`src/sv/i2cm_pkg.sv`:
```
// Package: shared types and constants of the I2C register access master.
`timescale 1ns / 1ps
package i2cm_pkg;

  // Command codes carried by each input item
  localparam logic [1:0] CMD_IDLE  = 2'd0;
  localparam logic [1:0] CMD_WRITE = 2'd1;
  localparam logic [1:0] CMD_READ  = 2'd2;

  // Configuration register indexes
  localparam int CFG_IDX_W = 1;
  localparam int CFG_DATA_W = 8;
  localparam logic [CFG_IDX_W-1:0] REG_DEVICE_ADDRESS = 1'd0;
  localparam logic [CFG_IDX_W-1:0] REG_HALF_PERIOD    = 1'd1;

  // Register reset values
  localparam logic [6:0] DEVICE_ADDRESS_RESET = 7'd118;
  localparam logic [7:0] HALF_PERIOD_RESET    = 8'd5;

  // Sequencer phases of the bus waveform
  typedef enum logic [3:0] {
    PH_IDLE, PH_S1, PH_S2, PH_S3,
    PH_W1, PH_W2, PH_W3, PH_W4,
    PH_R1, PH_R2, PH_R3, PH_R4,
    PH_P1, PH_P2
  } phase_t;

  // One result item
  typedef struct packed {
    logic       scl_level;
    logic       sda_level;
    logic       sda_drive;
    logic       busy_res;
    logic       done_res;
    logic [7:0] read_value;
  } result_t;

endpackage

```
`src/sv/i2cm_if.sv`:
```
// Interfaces: command and result channels of the I2C register access master.
`timescale 1ns / 1ps
interface i2cm_cmd_if;
  logic       valid;
  logic       ready;
  logic [1:0] command;
  logic [7:0] register_address;
  logic [7:0] write_value;
  logic       sda_in;

  modport source (output valid, command, register_address, write_value, sda_in,
                  input ready);
  modport sink (input valid, command, register_address, write_value, sda_in,
                output ready);
endinterface

interface i2cm_res_if;
  logic       valid;
  logic       ready;
  logic       scl_level;
  logic       sda_level;
  logic       sda_drive;
  logic       busy_res;
  logic       done_res;
  logic [7:0] read_value;

  modport source (output valid, scl_level, sda_level, sda_drive, busy_res, done_res,
                  read_value, input ready);
  modport sink (input valid, scl_level, sda_level, sda_drive, busy_res, done_res,
                read_value, output ready);
endinterface

```
`src/sv/i2c_register_access_master.sv`:
```
// Top level: I2C register access master with config registers and output stage.
`timescale 1ns / 1ps
// Each accepted item is one tick of bus time. The block takes one item in every
// cycle it is ready and delivers exactly one result item for it from an output
// register in the next cycle, computed in one pass through the phase sequencer's
// next-state logic. The input side stays ready while the output register is empty
// or being taken, so a stall on the result side holds off new items only while a
// result waits. Write and read transactions are launched by the command field of
// an item while idle; register device_address (index 0) and half_period_ticks
// (index 1) are written through the cfg_write/cfg_index/cfg_data port.
module i2c_register_access_master (
  input  logic                          clk,
  input  logic                          rst,
  i2cm_cmd_if.sink                      req,
  i2cm_res_if.source                    rsp,
  input  logic                          cfg_write,
  input  logic [i2cm_pkg::CFG_IDX_W-1:0]  cfg_index,
  input  logic [i2cm_pkg::CFG_DATA_W-1:0] cfg_data
);
  import i2cm_pkg::*;

  logic [6:0] device_address;
  logic [7:0] half_period_ticks;
  logic       step;
  result_t    result;
  logic       out_valid;
  result_t    out_item;

  // Write configuration registers
  always_ff @(posedge clk) begin
    if (rst) begin
      device_address    <= DEVICE_ADDRESS_RESET;
      half_period_ticks <= HALF_PERIOD_RESET;
    end else if (cfg_write) begin
      unique case (cfg_index)
        REG_DEVICE_ADDRESS: device_address    <= cfg_data[6:0];
        REG_HALF_PERIOD:    half_period_ticks <= cfg_data;
        default: ;
      endcase
    end
  end

  // Accept an item while the output register is free or draining
  assign req.ready = !out_valid || rsp.ready;
  assign step      = req.valid && req.ready;

  i2cm_seq u_seq (
    .clk               (clk),
    .rst               (rst),
    .step              (step),
    .command           (req.command),
    .register_address  (req.register_address),
    .write_value       (req.write_value),
    .sda_in            (req.sda_in),
    .device_address    (device_address),
    .half_period_ticks (half_period_ticks),
    .result            (result)
  );

  // Hold the result item until taken
  always_ff @(posedge clk) begin
    if (rst) begin
      out_valid <= 1'b0;
    end else if (step) begin
      out_valid <= 1'b1;
    end else if (rsp.ready) begin
      out_valid <= 1'b0;
    end
  end

  always_ff @(posedge clk) begin
    if (step) begin
      out_item <= result;
    end
  end

  assign rsp.valid      = out_valid;
  assign rsp.scl_level  = out_item.scl_level;
  assign rsp.sda_level  = out_item.sda_level;
  assign rsp.sda_drive  = out_item.sda_drive;
  assign rsp.busy_res   = out_item.busy_res;
  assign rsp.done_res   = out_item.done_res;
  assign rsp.read_value = out_item.read_value;

endmodule

```
`src/sv/i2cm_seq.sv`:
```
// Sequencer: bus phase state machine that advances one tick per accepted item.
`timescale 1ns / 1ps
module i2cm_seq (
  input  logic          clk,
  input  logic          rst,
  input  logic          step,
  input  logic [1:0]    command,
  input  logic [7:0]    register_address,
  input  logic [7:0]    write_value,
  input  logic          sda_in,
  input  logic [6:0]    device_address,
  input  logic [7:0]    half_period_ticks,
  output i2cm_pkg::result_t result
);
  import i2cm_pkg::*;

  phase_t     phase, phase_next;
  logic [3:0] bit_count, bit_count_next;
  logic [7:0] shift_byte, shift_byte_next;
  logic [7:0] delay_count, delay_count_next;
  logic [7:0] saved_register, saved_register_next;
  logic [7:0] saved_value, saved_value_next;
  logic [7:0] received_byte, received_byte_next;
  logic       is_read, is_read_next;
  logic [2:0] byte_index, byte_index_next;
  logic       scl, scl_next;
  logic       sda, sda_next;
  logic       drive, drive_next;
  logic       done;
  logic       is_delay;
  logic [7:0] phase_len;
  logic [7:0] dc_inc;
  logic [7:0] addr_byte;

  assign addr_byte = {device_address, 1'b0};

  // Hold state between items, advance on each accepted item
  always_ff @(posedge clk) begin
    if (rst) begin
      phase          <= PH_IDLE;
      bit_count      <= '0;
      shift_byte     <= '0;
      delay_count    <= '0;
      saved_register <= '0;
      saved_value    <= '0;
      received_byte  <= '0;
      is_read        <= 1'b0;
      byte_index     <= '0;
      scl            <= 1'b1;
      sda            <= 1'b1;
      drive          <= 1'b0;
    end else if (step) begin
      phase          <= phase_next;
      bit_count      <= bit_count_next;
      shift_byte     <= shift_byte_next;
      delay_count    <= delay_count_next;
      saved_register <= saved_register_next;
      saved_value    <= saved_value_next;
      received_byte  <= received_byte_next;
      is_read        <= is_read_next;
      byte_index     <= byte_index_next;
      scl            <= scl_next;
      sda            <= sda_next;
      drive          <= drive_next;
    end
  end

  // Next state and line levels for one tick
  always_comb begin
    phase_next          = phase;
    bit_count_next      = bit_count;
    shift_byte_next     = shift_byte;
    delay_count_next    = delay_count;
    saved_register_next = saved_register;
    saved_value_next    = saved_value;
    received_byte_next  = received_byte;
    is_read_next        = is_read;
    byte_index_next     = byte_index;
    scl_next            = scl;
    sda_next            = sda;
    drive_next          = drive;
    done                = 1'b0;
    is_delay            = 1'b0;
    phase_len           = 8'd1;
    dc_inc              = '0;

    // Launch a transaction from idle
    if (phase == PH_IDLE && (command == CMD_WRITE || command == CMD_READ)) begin
      saved_register_next = register_address;
      saved_value_next    = write_value;
      is_read_next        = (command == CMD_READ);
      byte_index_next     = '0;
      bit_count_next      = '0;
      delay_count_next    = '0;
      phase_next          = PH_S1;
    end

    if (phase_next != PH_IDLE) begin
      is_delay = (phase_next == PH_S1) || (phase_next == PH_S2) ||
                 (phase_next == PH_W1) || (phase_next == PH_W2) ||
                 (phase_next == PH_W3) || (phase_next == PH_R1) ||
                 (phase_next == PH_R2) || (phase_next == PH_R3) ||
                 (phase_next == PH_P1);
      phase_len = (is_delay && half_period_ticks != 8'd0) ? half_period_ticks : 8'd1;

      // Drive the lines for the current phase
      unique case (phase_next)
        PH_S1: begin drive_next = 1'b1; sda_next = 1'b1; scl_next = 1'b1; end
        PH_S2: sda_next = 1'b0;
        PH_S3: scl_next = 1'b0;
        PH_W1: begin sda_next = shift_byte_next[7]; scl_next = 1'b1; end
        PH_W2: scl_next = 1'b0;
        PH_W3: begin drive_next = 1'b0; scl_next = 1'b1; end
        PH_W4: begin scl_next = 1'b0; drive_next = 1'b1; end
        PH_R1: begin drive_next = 1'b0; scl_next = 1'b1; end
        PH_R2: scl_next = 1'b0;
        PH_R3: begin drive_next = 1'b1; sda_next = 1'b1; scl_next = 1'b1; end
        PH_R4: scl_next = 1'b0;
        PH_P1: begin sda_next = 1'b0; scl_next = 1'b1; end
        PH_P2: sda_next = 1'b1;
        default: ;
      endcase

      // Count the tick and close the phase when its length is reached
      dc_inc = delay_count_next + 8'd1;
      if (dc_inc >= phase_len || dc_inc == 8'd0) begin
        delay_count_next = '0;
        unique case (phase_next)
          PH_S1: phase_next = PH_S2;
          PH_S2: phase_next = PH_S3;
          PH_W1: phase_next = PH_W2;
          PH_W2: begin
            shift_byte_next = {shift_byte_next[6:0], 1'b0};
            bit_count_next  = bit_count_next + 4'd1;
            if (bit_count_next >= 4'd8) begin
              bit_count_next = '0;
              phase_next     = PH_W3;
            end else begin
              phase_next = PH_W1;
            end
          end
          PH_W3: phase_next = PH_W4;
          PH_R1: begin
            shift_byte_next = {shift_byte_next[6:0], sda_in};
            phase_next      = PH_R2;
          end
          PH_R2: begin
            bit_count_next = bit_count_next + 4'd1;
            if (bit_count_next >= 4'd8) begin
              bit_count_next     = '0;
              received_byte_next = shift_byte_next;
              phase_next         = PH_R3;
            end else begin
              phase_next = PH_R1;
            end
          end
          PH_R3: phase_next = PH_R4;
          PH_P1: phase_next = PH_P2;
          PH_P2: begin
            phase_next      = PH_IDLE;
            byte_index_next = '0;
            done            = 1'b1;
          end
          PH_S3, PH_W4, PH_R4: begin
            // Move on to the next byte of the transaction
            byte_index_next = byte_index_next + 3'd1;
            case (byte_index_next)
              3'd0: phase_next = PH_S1;
              3'd1: begin
                phase_next = PH_W1; bit_count_next = '0; shift_byte_next = addr_byte;
              end
              3'd2: begin
                phase_next = PH_W1; bit_count_next = '0;
                shift_byte_next = saved_register_next;
              end
              default: begin
                if (!is_read_next) begin
                  if (byte_index_next == 3'd3) begin
                    phase_next = PH_W1; bit_count_next = '0;
                    shift_byte_next = saved_value_next;
                  end else begin
                    phase_next = PH_P1;
                  end
                end else if (byte_index_next == 3'd3) begin
                  phase_next = PH_S1;
                end else if (byte_index_next == 3'd4) begin
                  phase_next = PH_W1; bit_count_next = '0;
                  shift_byte_next = addr_byte | 8'd1;
                end else if (byte_index_next == 3'd5) begin
                  phase_next = PH_R1; bit_count_next = '0; shift_byte_next = '0;
                end else begin
                  phase_next = PH_P1;
                end
              end
            endcase
          end
          default: phase_next = PH_IDLE;
        endcase
      end else begin
        delay_count_next = dc_inc;
      end
    end
  end

  // Result of this tick
  assign result.scl_level  = scl_next;
  assign result.sda_level  = sda_next;
  assign result.sda_drive  = drive_next;
  assign result.busy_res   = (phase_next != PH_IDLE);
  assign result.done_res   = done;
  assign result.read_value = received_byte_next;

endmodule

```
`src/flat_wrapper.sv`:
```
// flat-port wrapper written by rule: the top's interface ports become plain ports
module i2c_register_access_master_flat import i2cm_pkg::*;
  (clk, rst, cfg_write, cfg_index, cfg_data, req_valid, req_command, req_register_address, req_write_value, req_sda_in, req_ready, rsp_valid, rsp_scl_level, rsp_sda_level, rsp_sda_drive, rsp_busy_res, rsp_done_res, rsp_read_value, rsp_ready);
  i2cm_cmd_if req_i ();
  i2cm_res_if rsp_i ();
  input  logic clk;
  input  logic rst;
  input  logic cfg_write;
  input  logic [i2cm_pkg::CFG_IDX_W-1:0] cfg_index;
  input  logic [i2cm_pkg::CFG_DATA_W-1:0] cfg_data;
  input wire logic [$bits(req_i.valid)-1:0] req_valid;
  input wire logic [$bits(req_i.command)-1:0] req_command;
  input wire logic [$bits(req_i.register_address)-1:0] req_register_address;
  input wire logic [$bits(req_i.write_value)-1:0] req_write_value;
  input wire logic [$bits(req_i.sda_in)-1:0] req_sda_in;
  output wire logic [$bits(req_i.ready)-1:0] req_ready;
  output wire logic [$bits(rsp_i.valid)-1:0] rsp_valid;
  output wire logic [$bits(rsp_i.scl_level)-1:0] rsp_scl_level;
  output wire logic [$bits(rsp_i.sda_level)-1:0] rsp_sda_level;
  output wire logic [$bits(rsp_i.sda_drive)-1:0] rsp_sda_drive;
  output wire logic [$bits(rsp_i.busy_res)-1:0] rsp_busy_res;
  output wire logic [$bits(rsp_i.done_res)-1:0] rsp_done_res;
  output wire logic [$bits(rsp_i.read_value)-1:0] rsp_read_value;
  input wire logic [$bits(rsp_i.ready)-1:0] rsp_ready;
  assign req_i.valid = req_valid;
  assign req_i.command = req_command;
  assign req_i.register_address = req_register_address;
  assign req_i.write_value = req_write_value;
  assign req_i.sda_in = req_sda_in;
  assign req_ready = req_i.ready;
  assign rsp_valid = rsp_i.valid;
  assign rsp_scl_level = rsp_i.scl_level;
  assign rsp_sda_level = rsp_i.sda_level;
  assign rsp_sda_drive = rsp_i.sda_drive;
  assign rsp_busy_res = rsp_i.busy_res;
  assign rsp_done_res = rsp_i.done_res;
  assign rsp_read_value = rsp_i.read_value;
  assign rsp_i.ready = rsp_ready;
  i2c_register_access_master u_core (.clk(clk), .rst(rst), .req(req_i), .rsp(rsp_i), .cfg_write(cfg_write), .cfg_index(cfg_index), .cfg_data(cfg_data));
endmodule
```
`config.mk`:
```
export PLATFORM = sky130hd
export DESIGN_NAME = i2c_register_access_master_flat
export DESIGN_NICKNAME = d
export VERILOG_FILES = /design/src/sv/i2cm_pkg.sv /design/src/sv/i2cm_if.sv /design/src/sv/i2c_register_access_master.sv /design/src/sv/i2cm_seq.sv /design/src/flat_wrapper.sv
export SDC_FILE = /design/constraint.sdc
export NUM_CORES = 1
export LEC_CHECK = 0
export ABC_AREA = 1
export BUFFER_PORTS_ARGS = -buffer_cell sky130_fd_sc_hd__buf_2
export CORE_UTILIZATION = 48
export DETAILED_ROUTE_END_ITERATION = 10
export PLACE_DENSITY = 0.67
export SLEW_MARGIN = 40
export SYNTH_ARGS = -nofsm -noshare
export SYNTH_HDL_FRONTEND = slang
export SYNTH_SLANG_ARGS = --single-unit
```
`constraint.sdc`:
```
create_clock -name clk -period 5.75 [get_ports clk]
set_clock_uncertainty 0.2 [all_clocks]
set_input_delay 1.15 -clock clk [delete_from_list [all_inputs] [get_ports clk]]
set_output_delay 1.15 -clock clk [all_outputs]
set_load 0.02 [all_outputs]
```
# Word-level counts from Yosys, hierarchy flattened
# Index checks and enable logic that the tools add are counted.
# W data, S select, Z words.
dict set report word_totals {
  regBits 84
  output_inout_bits 15
  elab_cells 141
}
dict set report classes {
  n_addsub 3
  order_cmp 2
  n_eq_ne 24
  mux 54
  bitwise 1
  reduce_logical 36
}
# op count
set op_table {}
lappend op_table {{$mux W8} 15}
lappend op_table {{$mux W4} 16}
lappend op_table {{$pmux W8 S3} 2}
lappend op_table {{$pmux W4 S10} 1}
lappend op_table {{$eq A4 B4 Y1 const B} 6}
lappend op_table {{$pmux W4 S2} 3}
lappend op_table {{$eq A4 B3 Y1 const B} 4}
lappend op_table {{$mux W3} 4}
lappend op_table {{$logic_or A1 B1 Y1} 11}
lappend op_table {{$ne A5 B5 Y1 const B} 2}
lappend op_table {{$reduce_or A3 Y1} 3}
lappend op_table {{$add A8 B1 Y8 const B} 1}
lappend op_table {{$eq A4 B2 Y1 const B} 2}
lappend op_table {{$ge A8 B8 Y1} 1}
lappend op_table {{$logic_not A8 Y1} 1}
lappend op_table {{$reduce_and A8 Y1} 1}
lappend op_table {{$reduce_bool A4 Y1} 2}
lappend op_table {{$reduce_bool A8 Y1} 1}
lappend op_table {{$reduce_or A2 Y1} 4}
lappend op_table {{$mux W1} 7}
lappend op_table {{$eq A3 B2 Y1 const B} 2}
lappend op_table {{$eq A3 B3 Y1 const B} 2}
lappend op_table {{$ne A6 B6 Y1 const B} 1}
lappend op_table {{$pmux W3 S2} 1}
lappend op_table {{21 further kinds} 27}

# Longest topological paths before layout
dict set report logic_depth {
  word_depth 20
  ltp_mapped 25
}

# Cells and area by module
# From an unflattened synthesis, not the netlist that was laid out.
dict set report unflattened {
  cells_unflattened 775
  area_unflattened_um2 5187.5
}
# module instances cells_per_inst area_per_inst_um2 seq_area_each_um2
set by_module_without_submodules {}
lappend by_module_without_submodules {i2cm_seq 1 683 4186.5 1101.1}
lappend by_module_without_submodules {i2c_register_access_master 1 92 1001.0 710.7}

# Worst setup path after synthesis
# Ideal clock, no wire load.
dict set report synth_path {
  path_type {input-to-reg}
  start {in req_command[0]}
  end {reg u_core.out_item, in the netlist u_core.rsp.busy_res, data pin}
  t_arrival_ns 4.459
  slack_ns 0.837
  path_stages 22
  cell_sequence {inv_1 ha_1 nor2_2 nand3_4 buf_6 buf_6 buf_2 nand2_1 inv_1 ha_1 nand4_1 xor2_1 ha_1 nand2_1 nor2_1 a211oi_1 nand2_4 buf_4 nand2_1 o21ai_1 nor2_1 nand2_1}
}
# element line
set synth_rtl {}
lappend synth_rtl {{start: declaration} flat_wrapper.sv:12} ;# input wire logic [$bits(req_i.command)-1:0] req_command;
lappend synth_rtl {{end signal: assignment} i2c_register_access_master.sv:73} ;# out_item <= result;
lappend synth_rtl {{end: declaration} i2c_register_access_master.sv:27} ;# result_t out_item;

==> results.md <==
* CTS tree: built
* Post-layout min period at slightly below 5 ns
* Nets at 878
* VDD IR max at around 0.19 mV
* Status: finished clean
* Area Growth Syn to Fin at 9.115%
* MaxCap Viol Count at 0
* CP max FO at 32
* Post-synth EDFFs at 13
* WL final at roughly 13000 um
* # rows at 37
* Final Hold Fails at 0
* Met3 wire len at 560 um
* Arrival @ worst endpoint at between 4 and 5 ns
* Rel. slew slack at a little under three fifths
* Clk sinks at 84
* Sequential fraction of design power at 39.1%
* Largest net degree at the start of global routing at 49
* WL met2 at about 6200 um
* Starting Density at between 50 and 60%
* PostCTS Resize Cnt at 0
* Post-CTS Hold Fix Bufs at 0
* Top-area cell type share of the netlist area at 27.11%
* Internal power at roughly 0.0011 W
* Fill count at between 1000 and 1500
* Post-route setup TNS at 0 ns
* CTS max path bufs at 2
* Max layer used: met4
* Comb power frac at between 30% and 40%
* Number of global-route vias before repair at 4724
* Post-synth cell types at 40
* Iter 0 DRT Violations at ~410
* Worst-margin pin slew at ~0.67 ns
* Number of CTS-inserted buffers at 9
* Vias per Instance at between 5 and 6
* Setup violations, final at 0
* Critical path class: in2reg
* Yosys warnings at 0
* First-pass GRT wire length at 22650 um
* Syn avg cell area at 6.604 sq um
* ANT cells at 0
* GP Congestion at around 0.89
* Most common flop cell mapped by yosys: dfxtp_1
* Total track usage at 25.15%
* Crit path launch type: primary input
* M1 WL at approximately 6400 um
* DIE WIDTH at 106.5 um
* Leakage at roughly 2.8 nW
* Largest area contributor in the netlist: dfxtp_1
* Sw Pwr at 0.0007537 W
* Routed Antenna Nets at 0
* RSZ-0062 raised after global routing: no
* Fin Hold WS at approximately 0.27 ns
* Post-synthesis cell count at 794
* Placed wire-length estimate after detailed placement at approximately 9700 um
* Die Y at ~110 um
* Type of the most critical hold path: reg2reg
* Final Cycle Share at about 85%
* Synth area leaders: dfxtp_1 (27%), nand2_1 (16%), o21ai_0 (7.8%)
* Setup crit end kind: flip-flop
* Layout cell share with drive strength beyond 1 at 13.31%
* DRC Markers at 0
* Yosys reg bits at 84
* Clk network pwr share at between 20 and 25%
* Vias at between 5000 and 6000
* Grt total ovfl at 0
* H-tree level count at 3
* Clk_lat worst skew at 0.36 ns
* Synth top cells by count: nand2_1 (218), inv_1 (100), o21ai_0 (82)
* I/O pin count at 48
* Highest Clock Rate at just over 0.2 GHz
* Wire per inst at roughly 14 um
* Post-CTS setup repair buffer count at 0
* Core area at 10460 sq um
* Synth async-reset ratio at 0%
* Sw frac at roughly 41%
* Synth Cell Area at 5244 sq um
* Critical Path RT at ~5.7 ns
* DRT Pass-1 Iters at 5
* Initial antenna violation count at 0
* Syn Nets at 843
* Slew Viols, Final at 0
* Sequential-to-total area share from yosys stat at approximately a third
* Pwr/cell area at about 320 nW/um^2
* Area of the die at 11350 sq um
* Root Buffer: clkbuf_8
* Port Buf Inserts at 47
* CTS clk-pin slew, worst paths at roughly 0.08 ns
* Top-count cell post-synth: nand2_1
[registers in the layout (all words and copies together), names as in the netlist, 3 cells and up]
name,flops
u_core.u_seq.saved_register,8
u_core.half_period_ticks,8
u_core.u_seq.phase,4
u_core.u_seq.shift_byte,8
u_core.device_address,7
u_core.u_seq.bit_count,4
u_core.u_seq.saved_value,8
u_core.u_seq.delay_count,8
u_core.u_seq.byte_index,3
u_core.u_seq.received_byte,8
u_core.rsp.read_value,8
[cell families (layout without fill, tap and decap cells)]
group	count (synthesis)	count (layout)	synth area share (%)
and+or+nand+nor	373	373	31.11
AOI/OAI and AO/OA	180	180	19.07
buffers and inverters	138	178	10.95
DFF	84	84	34.55
adders and majority gates	16	16	3.818
xor gates and xnor gates	3	3	0.5012
[area by class of cell]
cell class | count | area, sq um | area share, %
clock buffers | 10 | 127.6 | 2.230
inverters | 107 | 404.1 | 7.063
well taps | 136 | 170.2 | 2.974
repair buffers | 55 | 295.3 | 5.161
clock inverters | 6 | 55.05 | 0.9622
flip-flops and latches | 84 | 1812 | 31.66
multi-input cells | 572 | 2858 | 49.95
[cell usage in the layout, fill, tap and decap left out, types with 16 or more instances in the layout]
cell type  count
a21oi_1       52
buf_2         47
dfxtp_1       71
ha_1          16
inv_1        100
nand2_1      218
nand3_1       44
nor2_1        66
o211ai_1      16
o21ai_0       82
[power groups by stage]
stage	clock network [W]	logic (W)	registers (W)
after floorplan	0	0.000566	0.000754
after global placement	0	0.000698	0.000733
after detailed placement	0	0.000715	0.000735
after CTS	0.000423	0.000718	0.000722
after global routing	0.000443	0.000815	0.000729
final	0.000407	0.000718	0.000721
[worst paths after layout]
check	from	endpoint	slack [ns]	cells past startpoint
max	req_command[0]	u_core.rsp.busy_res	0.87	25
max reg2reg	u_core.u_seq.phase[1]	u_core.rsp.busy_res	1.51	22
min	u_core.u_seq.bit_count[3]	u_core.u_seq.bit_count[3]	0.27	2
min reg2reg	u_core.u_seq.bit_count[3]	u_core.u_seq.bit_count[3]	0.27	2
[worst max-delay path, stage by stage]
cell and delay [ns]:
buf_2 0.07, inv_1 0.03, ha_1 0.27, nor2_2 0.05
nand3_4 0.20, inv_2 0.09, nor3_2 0.26, inv_1 0.14
nor2_1 0.11, inv_1 0.07, nand4_1 0.07, nor2_1 0.08
a21oi_2 0.28, nand2_1 0.11, ha_1 0.32, nand2_1 0.08
nor4_1 0.29, a211oi_1 0.08, buf_4 0.17, nand2_4 0.32
inv_2 0.21, nand2_1 0.12, nand2_1 0.06, nor2_1 0.10
nand2_1 0.06
[per-layer routing]
layer / up-vias / track usage (%)
met1: 2343 / 34.05
met5: - / 0
met3: 9 / 3.863
met2: 122 / 41.79
li1: 2650 / -
met4: 0 / 6.458
[stage by stage]
step                      std cells  cell area [sq um]  worst slack [ns]  utilization, %  total power [W]
final                           970               5722            0.8745           54.69         0.001846
after global routing            970               5722            0.4897           54.69         0.001987
after CTS                       970               5722            0.8922           54.69         0.001863
after detailed placement        954               5539            0.5155           52.94         0.001450
after global placement          954               5539            0.6458           52.94         0.001431
after floorplan                 794               5244            0.8368               -         0.001320
Power figures use the tool's default switching activity.
